--- config.mk ---
export PLATFORM = sky130hd
export DESIGN_NAME = two_button_click_classifier
export DESIGN_NICKNAME = d
export VERILOG_FILES = /design/src/sv/tbcc_pkg.sv /design/src/sv/two_button_click_classifier.sv /design/src/sv/tbcc_cfg.sv /design/src/sv/tbcc_core.sv
export SDC_FILE = /design/constraint.sdc
export NUM_CORES = 1
export LEC_CHECK = 0
export ABC_AREA = 0
export ABC_CLOCK_PERIOD_IN_PS = 7940
export BUFFER_PORTS_ARGS = -buffer_cell sky130_fd_sc_hd__buf_4
export CORE_UTILIZATION = 64
export CTS_BUF_LIST = sky130_fd_sc_hd__clkbuf_8
export DETAILED_ROUTE_END_ITERATION = 7
export HOLD_SLACK_MARGIN = 0.08
export PLACE_DENSITY = 0.84
export SLEW_MARGIN = 20
export SYNTH_ARGS = -nofsm -noshare
export SYNTH_HDL_FRONTEND = slang
export SYNTH_SLANG_ARGS = --single-unit
export TNS_END_PERCENT = 50
--- constraint.sdc ---
create_clock -name clk -period 7.94 [get_ports clk]
set_clock_uncertainty 0.2 [all_clocks]
set_input_delay 1.588 -clock clk [delete_from_list [all_inputs] [get_ports clk]]
set_output_delay 1.588 -clock clk [all_outputs]
set_load 0.005 [all_outputs]
--- src/sv/tbcc_pkg.sv ---
// shared types and codes for the two-button click classifier
`default_nettype none

package tbcc_pkg;

  // operation codes of an input item
  localparam logic OP_PIN  = 1'b0;
  localparam logic OP_POLL = 1'b1;

  // report codes of a result item
  localparam logic [1:0] REPORT_NONE   = 2'd0;
  localparam logic [1:0] REPORT_CLICKS = 2'd1;
  localparam logic [1:0] REPORT_HOLD   = 2'd2;

  // configuration register indexes
  localparam logic [1:0] CFG_SHORT_LIMIT = 2'd0;
  localparam logic [1:0] CFG_SPACE_LIMIT = 2'd1;
  localparam logic [1:0] CFG_HOLD_LIMIT  = 2'd2;

  localparam int CFG_INDEX_W = 2;
  localparam int CFG_DATA_W  = 26;

  // click counter slots
  localparam int NUM_BUTTONS = 2;
  localparam int NUM_COUNTS  = 4;

  typedef struct packed {
    logic        operation;
    logic        power_pin;
    logic        aux_pin;
    logic        irq_pin;
    logic [31:0] now_ms;
  } in_item_t;

  typedef struct packed {
    logic [1:0] report;
    logic [7:0] power_short_count;
    logic [7:0] power_long_count;
    logic [7:0] aux_short_count;
    logic [7:0] aux_long_count;
    logic       irq_raised;
  } out_item_t;

  typedef struct packed {
    logic [15:0] short_limit_ms;
    logic [15:0] space_limit_ms;
    logic [25:0] hold_limit_ms;
  } cfg_t;

endpackage

`default_nettype wire

--- src/sv/two_button_click_classifier.sv ---
// top level: input register, classifier core, result register, config port
`default_nettype none

// Classifies presses of an active-low power button and aux button into short
// and long clicks, reports a burst of clicks after a quiet time, reports a
// power-button hold, and flags rising edges of an IRQ pin. Each input item
// gives exactly one result item. Items pass an input register and a result
// register, and one item per cycle is taken sustained while the receiver
// does not stall; the only loop is the click state updated once per item in
// the core. The user must write configuration through cfg_we/cfg_index/
// cfg_data only while no item is in flight; the block does not enforce it.
// A short limit at or below twice DEBOUNCE_TIME_MS is raised to that value.
module two_button_click_classifier import tbcc_pkg::*; #(
  parameter int unsigned DEBOUNCE_TIME_MS = 20
) (
  input  wire logic                   clk,
  input  wire logic                   rst_n,
  input  wire logic                   in_valid,
  output logic                        in_stall,
  input  wire in_item_t               in_item,
  output logic                        out_valid,
  input  wire logic                   out_stall,
  output out_item_t                   out_item,
  input  wire logic                   cfg_we,
  input  wire logic [CFG_INDEX_W-1:0] cfg_index,
  input  wire logic [CFG_DATA_W-1:0]  cfg_data
);

  cfg_t      cfg;
  out_item_t res;
  in_item_t  s1_item_r;
  logic      s1_valid_r;
  out_item_t out_item_r;
  logic      out_valid_r;
  logic      s2_free;
  logic      adv;
  logic      in_fire;

  tbcc_cfg #(
    .DEBOUNCE_TIME_MS(DEBOUNCE_TIME_MS)
  ) u_cfg (
    .clk      (clk),
    .rst_n    (rst_n),
    .cfg_we   (cfg_we),
    .cfg_index(cfg_index),
    .cfg_data (cfg_data),
    .cfg      (cfg)
  );

  tbcc_core #(
    .DEBOUNCE_TIME_MS(DEBOUNCE_TIME_MS)
  ) u_core (
    .clk  (clk),
    .rst_n(rst_n),
    .fire (adv),
    .item (s1_item_r),
    .cfg  (cfg),
    .res  (res)
  );

  // handshake: the input register moves on whenever the result slot frees
  assign s2_free  = !out_valid_r || !out_stall;
  assign adv      = s1_valid_r && s2_free;
  assign in_stall = s1_valid_r && !s2_free;
  assign in_fire  = in_valid && !in_stall;

  // input register
  always_ff @(posedge clk) begin
    if (!rst_n) begin
      s1_valid_r <= 1'b0;
    end else if (in_fire) begin
      s1_valid_r <= 1'b1;
    end else if (adv) begin
      s1_valid_r <= 1'b0;
    end
  end

  always_ff @(posedge clk) begin
    if (in_fire) s1_item_r <= in_item;
  end

  // result register
  always_ff @(posedge clk) begin
    if (!rst_n) begin
      out_valid_r <= 1'b0;
    end else if (s2_free) begin
      out_valid_r <= s1_valid_r;
    end
  end

  always_ff @(posedge clk) begin
    if (adv) out_item_r <= res;
  end

  assign out_valid = out_valid_r;
  assign out_item  = out_item_r;

  // a stall is raised only with an item waiting in the input register
  a_stall_has_item: assert property (@(posedge clk) disable iff (!rst_n)
    in_stall |-> (s1_valid_r && out_valid_r))
    else $error("input stalled with an empty input register");

  // a blocked item waits in place for the result slot
  a_s1_waits: assert property (@(posedge clk) disable iff (!rst_n)
    (s1_valid_r && out_valid_r && out_stall) |=> (s1_valid_r && $stable(s1_item_r)))
    else $error("waiting item lost from the input register");

  // a stalled result item holds its payload
  a_out_holds: assert property (@(posedge clk) disable iff (!rst_n)
    (out_valid && out_stall) |=> (out_valid && $stable(out_item)))
    else $error("result item changed while stalled");

endmodule

`default_nettype wire

--- src/sv/tbcc_cfg.sv ---
// configuration registers with the short-limit floor applied on write
`default_nettype none

module tbcc_cfg import tbcc_pkg::*; #(
  parameter int unsigned DEBOUNCE_TIME_MS = 20
) (
  input  wire logic                   clk,
  input  wire logic                   rst_n,
  input  wire logic                   cfg_we,
  input  wire logic [CFG_INDEX_W-1:0] cfg_index,
  input  wire logic [CFG_DATA_W-1:0]  cfg_data,
  output cfg_t                        cfg
);

  localparam logic [15:0] SHORT_FLOOR = 16'(2 * DEBOUNCE_TIME_MS);

  cfg_t        cfg_r;
  logic [15:0] short_wr;

  // short limit never below twice the debounce time
  assign short_wr = (cfg_data[15:0] > SHORT_FLOOR) ? cfg_data[15:0] : SHORT_FLOOR;

  // register write decode
  always_ff @(posedge clk) begin
    if (!rst_n) begin
      cfg_r <= '0;
    end else if (cfg_we) begin
      unique case (cfg_index)
        CFG_SHORT_LIMIT: cfg_r.short_limit_ms <= short_wr;
        CFG_SPACE_LIMIT: cfg_r.space_limit_ms <= cfg_data[15:0];
        CFG_HOLD_LIMIT:  cfg_r.hold_limit_ms  <= cfg_data;
        default: ;
      endcase
    end
  end

  assign cfg = cfg_r;

endmodule

`default_nettype wire

--- src/sv/tbcc_core.sv ---
// press timing state and single-pass click and hold classification
`default_nettype none

module tbcc_core import tbcc_pkg::*; #(
  parameter int unsigned DEBOUNCE_TIME_MS = 20
) (
  input  wire logic     clk,
  input  wire logic     rst_n,
  input  wire logic     fire,
  input  wire in_item_t item,
  input  wire cfg_t     cfg,
  output out_item_t     res
);

  localparam logic [31:0] DEBOUNCE_W = 32'(DEBOUNCE_TIME_MS);

  logic [2:0]  prev_pins_r, prev_pins_nxt;
  logic [31:0] start_r   [NUM_BUTTONS];
  logic [31:0] start_nxt [NUM_BUTTONS];
  logic [7:0]  cnt_r     [NUM_COUNTS];
  logic [7:0]  cnt_nxt   [NUM_COUNTS];
  logic [31:0] last_rel_r, last_rel_nxt;

  logic [2:0]  pins;
  logic [2:0]  chg;
  logic [31:0] press_t [NUM_BUTTONS];
  logic [31:0] space_t;
  logic [31:0] hold_t;
  logic        clicks_due;
  logic        hold_due;

  assign pins = {item.irq_pin, item.aux_pin, item.power_pin};
  assign chg  = pins ^ prev_pins_r;

  // elapsed times against the stored marks
  always_comb begin
    for (int i = 0; i < NUM_BUTTONS; i++) begin
      press_t[i] = item.now_ms - start_r[i];
    end
  end
  assign space_t    = item.now_ms - last_rel_r;
  assign hold_t     = item.now_ms - start_r[0];
  assign clicks_due = (last_rel_r != '0) && (space_t > {16'd0, cfg.space_limit_ms});
  assign hold_due   = (start_r[0] != '0) && (hold_t > {6'd0, cfg.hold_limit_ms});

  // next state and result for one item
  always_comb begin
    prev_pins_nxt = prev_pins_r;
    last_rel_nxt  = last_rel_r;
    for (int i = 0; i < NUM_BUTTONS; i++) start_nxt[i] = start_r[i];
    for (int k = 0; k < NUM_COUNTS; k++) cnt_nxt[k] = cnt_r[k];
    res = '0;

    if (item.operation == OP_PIN) begin
      res.irq_raised = chg[2] & pins[2];
      for (int i = 0; i < NUM_BUTTONS; i++) begin
        if (chg[i]) begin
          if (!pins[i]) begin
            start_nxt[i] = item.now_ms;
          end else begin
            // release: classify a press that outlasted the debounce time
            if (start_r[i] != '0 && press_t[i] > DEBOUNCE_W) begin
              if (press_t[i] <= {16'd0, cfg.short_limit_ms})
                cnt_nxt[2*i] = cnt_r[2*i] + 8'd1;
              else
                cnt_nxt[2*i+1] = cnt_r[2*i+1] + 8'd1;
              last_rel_nxt = item.now_ms;
            end
            start_nxt[i] = '0;
          end
        end
      end
      prev_pins_nxt = pins;
    end else if (clicks_due) begin
      // hand over the counts and start a fresh burst
      res.report            = REPORT_CLICKS;
      res.power_short_count = cnt_r[0];
      res.power_long_count  = cnt_r[1];
      res.aux_short_count   = cnt_r[2];
      res.aux_long_count    = cnt_r[3];
      for (int k = 0; k < NUM_COUNTS; k++) cnt_nxt[k] = '0;
      for (int i = 0; i < NUM_BUTTONS; i++) start_nxt[i] = '0;
      last_rel_nxt  = '0;
      prev_pins_nxt = pins;
    end else if (hold_due) begin
      // hold only while the power button is still down
      if (!pins[0]) res.report = REPORT_HOLD;
      else          start_nxt[0] = '0;
    end
  end

  // state registers
  always_ff @(posedge clk) begin
    if (!rst_n) begin
      prev_pins_r <= 3'b111;
      last_rel_r  <= '0;
      for (int i = 0; i < NUM_BUTTONS; i++) start_r[i] <= '0;
      for (int k = 0; k < NUM_COUNTS; k++) cnt_r[k] <= '0;
    end else if (fire) begin
      prev_pins_r <= prev_pins_nxt;
      last_rel_r  <= last_rel_nxt;
      for (int i = 0; i < NUM_BUTTONS; i++) start_r[i] <= start_nxt[i];
      for (int k = 0; k < NUM_COUNTS; k++) cnt_r[k] <= cnt_nxt[k];
    end
  end

  // a click report leaves an empty burst behind
  a_clicks_clear: assert property (@(posedge clk) disable iff (!rst_n)
    (fire && res.report == REPORT_CLICKS) |=>
      (cnt_r[0] == '0 && cnt_r[1] == '0 && cnt_r[2] == '0 && cnt_r[3] == '0 &&
       last_rel_r == '0 && start_r[0] == '0 && start_r[1] == '0))
    else $error("click report did not clear the burst state");

  // irq edges come only from pin samples
  a_irq_pin_only: assert property (@(posedge clk) disable iff (!rst_n)
    res.irq_raised |-> (item.operation == OP_PIN && res.report == REPORT_NONE))
    else $error("irq flag on a poll item");

  // counts travel only with a click report
  a_counts_gated: assert property (@(posedge clk) disable iff (!rst_n)
    (res.report != REPORT_CLICKS) |->
      (res.power_short_count == '0 && res.power_long_count == '0 &&
       res.aux_short_count == '0 && res.aux_long_count == '0))
    else $error("counts present without a click report");

endmodule

`default_nettype wire

==> results of run 1 <==
## cells in the final DEF, fill, tap and decap left out, types with 56 or more instances in the layout
| master | n |
|---|---|
| nor2_1 | 151 |
| nor3_1 | 81 |
| ha_1 | 170 |
| xnor2_1 | 62 |
| o21ai_0 | 56 |
| nand3_1 | 79 |
| a21oi_1 | 108 |
| inv_1 | 225 |
| dfxtp_1 | 95 |
| nand2_1 | 182 |
| edfxtp_1 | 167 |
| and2_1 | 102 |
| buf_4 | 118 |
## registers in the layout, indices dropped and copies added (netlist names)
name                flops
u_core.start_r         64
s1_valid_r              1
s1_item_r              36
u_core.prev_pins_r      3
u_core.last_rel_r      32
out_item               35
u_cfg.cfg              58
out_valid               1
u_core.cnt_r           32
## worst min-delay path, delay by kind of cell, from the launching register on
kind / cells / cell delay, ns
simple gates: 1 / 0.04
compound gates: 1 / 0.06
flops: 1 / 0.31
## final cells by class
class                   instances  area [sq um]
clock buffers                  50           688
well taps                     384           480
repair buffers                118           886
multi-input cells            1575         10900
inverters                     215           807
flip-flops and latches        262          6920
clock inverters                25           249
fillers                      2248          8060
## cells by family after synthesis
family	synth area share
buf+inv	0.0662
compound gates	0.193
fa+ha+maj	0.115
xor+xnor	0.0438
simple gates	0.212
mux	0.00534
flops	0.364
## power groups by stage
stage | Sequential (mW) | Combinational, mW | Clock [mW]
floorplan | 1.60 | 0.853 | 0
global placement | 1.62 | 1.12 | 0
detailed placement | 1.63 | 1.15 | 0
CTS | 1.60 | 1.16 | 1.30
global route | 1.61 | 1.31 | 1.36
finish | 1.60 | 1.19 | 1.29
## through the flow
step	std cells	power [mW]	instance area, sq um	hold slack [ns]	setup WS (ns)
2_1_floorplan	2143	2.46	19000	0.243	1.74
3_3_place_gp	2554	2.74	19900	0.253	1.77
3_5_place_dp	2554	2.78	19900	0.260	1.56
4_1_cts	2629	4.07	20900	0.268	1.51
5_1_grt	2629	4.27	20900	0.286	1.22
6_report	2629	4.08	20900	0.265	1.60
## per-layer routing
| metal | GRT usage | part of all wire | up-vias |
|---|---|---|---|
| li1 | - | - | 7923 |
| met1 | 0.435 | 0.42 | 7852 |
| met2 | 0.560 | 0.47 | 683 |
| met3 | 0.0540 | 0.085 | 107 |
| met4 | 0.105 | 0.027 | 0 |
| met5 | 0 | 0 | - |
## worst max-delay path by stage
stage	from	endpoint	slack, ns	cells past startpoint
finish	s1_item_r[2]	u_core.cnt_r[1][4]	1.60	23
floorplan	s1_item_r[0]	u_core.start_r[0][32]	1.74	23
global route	s1_item_r[2]	u_core.cnt_r[1][7]	1.22	23
global placement	s1_item_r[0]	u_core.cnt_r[1][3]	1.77	21
detailed placement	s1_item_r[0]	u_core.cnt_r[1][2]	1.56	21
CTS	s1_item_r[0]	u_core.cnt_r[1][7]	1.51	21
==> out/metrics.cfg, run 1 <==
[run]
drv_cap = 0

[critical_path]
slowest_stage = a211o_1
worst_setup_path_end_kind = register
reg2reg_from = s1_item_r[2]
rrSetupSlack_ns = 1.60
crit_arrival_ns = 6.42
cp_max_fo = 32
worstPathBufferInverterCount = 0
start_kind = register
cp.required_ns = 8.02
cp_slowest_stage_delay_ns = 0.84
path_cells = ha_1, o211ai_1, a21o_1, nand2_1, nand3_1, o21ai_0, nand3_1, and2_1, o21bai_1, a21oi_1, xnor2_1, ha_1, a21oi_1, nor2_1, a211oi_1, o2111ai_1, nand2_1, nand4_1, nor4_1, and4_1, a211o_1, a21boi_1, o31ai_2
r2r_cells = 23
worstSetupPathType = register to register
path_delay_family = compound AO/OA/AOI/OAI gates
rr_endpoint = u_core.cnt_r[1][4]

[clock_network]
cts_setup_buffers = 0
hold_buffers = 0
cts-resized-gates = 0
cts-htree-levels = 2
clock-sinks = 262
clk_pin_slew_worst_paths_ns = 0.07
root_buffer = clkbuf_8
cts_buffer_depth = 3
cts_buffers = 44
insertion_delay_ns = 0.58
tritoncts = yes

[drt]
dr.first_iter.drc_count = 1706
antenna_left = 0
wl_um = 51000
drc_errors = 0
vias = 16600
dr.pass1.iters = 6
routedWlPerCell_um = 19.4
via_per_inst = 6.30

[cells_and_area]
final_util = 0.722
n_antenna_cell = 0
area_delta_synth_final_pct = 10.0
nets = 2458
drive_above_1_share = 0.102

[yosys]
synthTopCellsByCount = inv_1 (215), nand2_1 (182), ha_1 (170), edfxtp_1 (167), nor2_1 (151)
synth_top_cell_by_area = edfxtp_1
synth_cells = 2143
syn_avg_cell_area_sq_um = 8.85
synth_edf_count = 167
synth.top_cell.area_share = 0.264
synth.cell_area_sq_um = 19000
ys_seq_elements = 262
ys_types = 97
synth-warning-count = 0
synth_nets = 2385
synthMostInstantiatedCell = inv_1
synth_ff_type = edfxtp_1
yosysSeqAreaShare = 0.364
synth_area_leaders = edfxtp_1 (26%), ha_1 (11%), dfxtp_1 (10%)
postSynth.asyncResetShare = 0

[global_route]
overflow = 0
grt_usage = 0.332
grt_start_max_net_pins = 120
antenna_found_initial = 0
grt_pass1_wl_um = 80800
grt_pass1_vias = 15900

[die]
die-area_sq_um = 30300
die_w_um = 174
ioPinCount = 106
dieHeight_um = 174
design.core.area_sq_um = 28900
start_util = 0.656
fp-row-count = 62

[placement]
port_buffers = 105
place.gp.congestion = 0.977
detailed_place_hpwl_um = 39200

[sta]
rsz0062_at_grt = false
post-route-period-util = 0.799
max-slew-margin-rel = 0.266
period_minus_slack_ns = 6.34
fmax_ghz = 0.158
slew_viol_final = 0
tightest_slew_ns = 1.10
tns_ns = 0
setup-violations-final = 0
hold_violations = 0

[power_and_ir_drop]
cellPowerDensity_nw_per_um2 = 195
switching_share = 0.326
p_int_mw = 2.75
p_sw_mw = 1.33
combPwrFrac = 0.291
p_clk_frac = 0.316
leakage_nw = 8.19
pwr-share-seq = 0.393
ir_worst_vdd_v = 0.000159

[min_path]
hold_path.class = register to register
whs_endpoint = u_cfg.cfg[12]
min_from = u_cfg.cfg[12]
holdPathStages = 2

[run_status]
status = complete, no violations

Note: power is estimated with default switching activity, not from simulation.
==> inputs of run 2 (changes only) <==
--- a/config.mk
+++ b/config.mk
@@ -5,14 +5,14 @@
 export SDC_FILE = /design/constraint.sdc
 export NUM_CORES = 1
 export LEC_CHECK = 0
-export ABC_AREA = 0
-export ABC_CLOCK_PERIOD_IN_PS = 7940
+export ABC_AREA = 1
+export ABC_CLOCK_PERIOD_IN_PS = 6100
 export BUFFER_PORTS_ARGS = -buffer_cell sky130_fd_sc_hd__buf_4
-export CORE_UTILIZATION = 64
+export CORE_UTILIZATION = 65
 export CTS_BUF_LIST = sky130_fd_sc_hd__clkbuf_8
 export DETAILED_ROUTE_END_ITERATION = 7
 export HOLD_SLACK_MARGIN = 0.08
-export PLACE_DENSITY = 0.84
+export PLACE_DENSITY = 0.85
 export SLEW_MARGIN = 20
 export SYNTH_ARGS = -nofsm -noshare
 export SYNTH_HDL_FRONTEND = slang
==> constraint.sdc (replaced) <==
create_clock -name clk -period 6.1 [get_ports clk]
set_clock_uncertainty 0.2 [all_clocks]
set_input_delay 1.22 -clock clk [delete_from_list [all_inputs] [get_ports clk]]
set_output_delay 1.22 -clock clk [all_outputs]
set_load 0.005 [all_outputs]
==> run 2 against run 1 <==
Compared with the run above: the run now ends with DRC left; count of clock-buffer cells in the layout is 1 lower; cell area is 5.8% higher; non-clock buffer count shrank 3; critical path depth increased by 5; critical path type unchanged; critical endpoint is now u_core.start_r[0][40]; largest cell class unchanged.
==> out/metrics.cfg, run 2 <==
[run_status]
status = finished, violations left  ; was complete, no violations
violations = DRC

[placement]
port_buffers = 105  ; unchanged
detailed_place_hpwl_um = 50200  ; was 39200 um
placed_cells = 3447  ; was 2554
place.gp.congestion = 1.13  ; was 0.977

[sta]
hold_violations = 0  ; unchanged
fmax_ghz = 0.186  ; was 0.158 GHz
tns_ns = 0  ; unchanged
setup-violations-final = 0  ; unchanged
post-route-period-util = 0.881  ; was 0.799
slew_viol_final = 0  ; unchanged
rsz0062_at_grt = false  ; unchanged
max-slew-margin-rel = 0.383  ; was 0.266
tightest_slew_ns = 0.917  ; was 1.10 ns
holdWs_ns = 0.248  ; was 0.265 ns
period_minus_slack_ns = 5.37  ; was 6.34 ns

[yosys]
synth_top_cell_by_area = edfxtp_1  ; unchanged
ys_types = 43  ; was 97
synthMostInstantiatedCell = nand2_1  ; was inv_1
synth.cell_area_sq_um = 20000  ; was 19000 sq um
synth_ff_type = edfxtp_1  ; unchanged
postSynth.asyncResetShare = 0  ; unchanged
synth_area_leaders = edfxtp_1 (25%), nand2_1 (17%), inv_1 (12%)  ; was edfxtp_1 (26%), ha_1 (11%), dfxtp_1 (10%)
ys_seq_elements = 262  ; unchanged
synth.top_cell.area_share = 0.251  ; was 0.264
synth_nets = 3227  ; was 2385
synth-warning-count = 0  ; unchanged
yosysSeqAreaShare = 0.346  ; was 0.364
synth_cells = 2985  ; was 2143
synth_edf_count = 167  ; unchanged
syn_avg_cell_area_sq_um = 6.71  ; was 8.85 sq um
synthTopCellsByCount = nand2_1 (915), inv_1 (662), nor2_1 (283), ha_1 (170), edfxtp_1 (167)  ; was inv_1 (215), nand2_1 (182), ha_1 (170), edfxtp_1 (167), nor2_1 (151)

[power_and_ir_drop]
p_int_mw = 3.48  ; was 2.75 mW
ir_worst_vdd_v = 0.000218  ; was 0.000159 V
switching_share = 0.357  ; was 0.326
p_clk_frac = 0.306  ; was 0.316
pwr-share-seq = 0.388  ; was 0.393
combPwrFrac = 0.306  ; was 0.291
cellPowerDensity_nw_per_um2 = 245  ; was 195 nW/um^2
leakage_nw = 11.7  ; was 8.19 nW
p_sw_mw = 1.93  ; was 1.33 mW

[cells_and_area]
area_delta_synth_final_pct = 10.4  ; was 10.0%
final_common_cell = nand2_1  ; was inv_1
nets = 3346  ; was 2458
final_cells = 3529  ; was 2629
final_cell_mix = nand2_1 (914), inv_1 (677), nor2_1 (281)  ; was inv_1 (225), nand2_1 (182), ha_1 (170)
drive_above_1_share = 0.0679  ; was 0.102
largest_register_ff_count = 64  ; unchanged
final_util = 0.738  ; was 0.722
regMostFlops = u_core.start_r  ; unchanged

[drt]
wl_um = 63200  ; was 51000 um
drc_errors = 2  ; was 0
wl_met1_um = 24300  ; was 21200 um
via_per_inst = 5.65  ; was 6.30
routed.top_layer = met4  ; unchanged
dr_wl_met2_um = 29800  ; was 24100 um
dr.pass1.iters = 8  ; was 6
met3_length_um = 6070  ; was 4330 um
dr.first_iter.drc_count = 2021  ; was 1706
antenna_left = 0  ; unchanged
routedWlPerCell_um = 17.9  ; was 19.4 um
vias = 19900  ; was 16600

[clock_network]
insertion_delay_ns = 0.58  ; about the same
cts_setup_buffers = 0  ; unchanged
cts_buffer_depth = 3  ; unchanged
root_buffer = clkbuf_8  ; unchanged
clk_pin_slew_worst_paths_ns = 0.06  ; was 0.07 ns
tritoncts = yes  ; unchanged
hold_buffers = 0  ; unchanged
cts-resized-gates = 0  ; unchanged
cts_buffers = 45  ; was 44
cts-htree-levels = 2  ; unchanged
clock-sinks = 262  ; unchanged

[critical_path]
reg2reg_from = s1_item_r[0]  ; was s1_item_r[2]
cp.required_ns = 6.16  ; was 8.02 ns
path_delay_family = simple AND/OR/NAND/NOR gates  ; was compound AO/OA/AOI/OAI gates
slowest_stage = fa_1  ; was a211o_1
crit_top_cell = nand2_1
start_kind = register  ; unchanged
worstPathBufferInverterCount = 4  ; was 0
worstSetupPathType = register to register  ; unchanged
setup.worst_path.start = s1_item_r[0]  ; was s1_item_r[2]
crit_arrival_ns = 5.43  ; was 6.42 ns
cp_max_fo = 32  ; unchanged
cp_slowest_stage_delay_ns = 0.44  ; was 0.84 ns
worst_setup_path_end_kind = register  ; unchanged

[min_path]
hold_path.class = register to register  ; unchanged
min_from = u_core.last_rel_r[15]  ; was u_cfg.cfg[12]

[global_route]
grt_start_max_net_pins = 65  ; was 120
grt_pass1_wl_um = 98400  ; was 80800 um
grt_usage = 0.404  ; was 0.332
grt_pass1_vias = 19300  ; was 15900
antenna_found_initial = 1  ; was 0
overflow = 0  ; unchanged

[die]
die-area_sq_um = 31500  ; was 30300 sq um
die_w_um = 177  ; was 174 um
fp-row-count = 63  ; was 62
design.core.area_sq_um = 30000  ; was 28900 sq um
dieHeight_um = 177  ; was 174 um
start_util = 0.668  ; was 0.656
ioPinCount = 106  ; unchanged

[run]
drv_cap = 0  ; unchanged

run 2: cell types whose count changed after synthesis, moves of 44 or more:
cell      previous run  this run
a21boi_0            54         0
a21oi_1            109       164
and2_1             102         6
clkbuf_1            71        27
inv_1              215       662
nand2_1            182       915
nand3_1             79       153
nor2_1             151       283
nor3_1              81        33
xnor2_1             62         9
run 2: area by class of cell:
cell class | instances | area (sq um)
multi-input cells | 2016 | 10400
flip-flops and latches | 262 | 6920
repair buffers | 115 | 863
clock buffers | 49 | 674
diodes | 2 | 5.00
inverters | 664 | 2490
fillers | 2369 | 7860
clock inverters | 31 | 240
well taps | 390 | 488
run 2: power by group through the flow:
stage	Combinational [mW]	Clock (mW)	Sequential [mW]
after floorplan	1.15	0	2.10
after global placement	1.53	0	2.12
after detailed placement	1.60	0	2.13
after CTS	1.62	1.65	2.10
after global routing	1.86	1.73	2.11
final	1.66	1.66	2.10
run 2: path summary, 6_finish.rpt:
kind / endpoint / slack [ns] / depth (start not counted)
hold / removal: u_core.last_rel_r[15] / 0.25 / 2
setup reg to reg: u_core.start_r[0][40] / 0.73 / 28
setup / recovery: u_core.start_r[0][40] / 0.73 / 28
hold reg to reg: u_core.last_rel_r[15] / 0.25 / 2
run 2: kinds of logic (layout without fill, tap and decap cells):
kind of cell	Yosys count	after routing	synth area share
other cells	0	2	0
compound gates	280	280	0.0739
flops	262	262	0.346
xor+xnor	41	41	0.0179
buf+inv	707	859	0.136
simple gates	1522	1522	0.318
fa+ha+maj	173	173	0.109
run 2: layer usage:
metal	vias to the layer above	global-route usage
li1	9626	-
met1	9055	0.491
met2	1031	0.694
met3	212	0.0671
met4	0	0.195
met5	-	0
run 2: worst min-delay path, stage by stage, from the launching register on:
cell and delay (ns):
dfxtp_1 0.32, nand2_1 0.05, nand2_1 0.05
run 2: stage by stage:
step           total power [mW]  area (sq um)  setup WS, ns
2_1_floorplan              3.24         20000         0.260
3_3_place_gp               3.66         21200          1.21
3_5_place_dp               3.73         21200         0.954
4_1_cts                    5.36         22100         0.885
5_1_grt                    5.69         22100         0.436
6_report                   5.42         22100         0.725
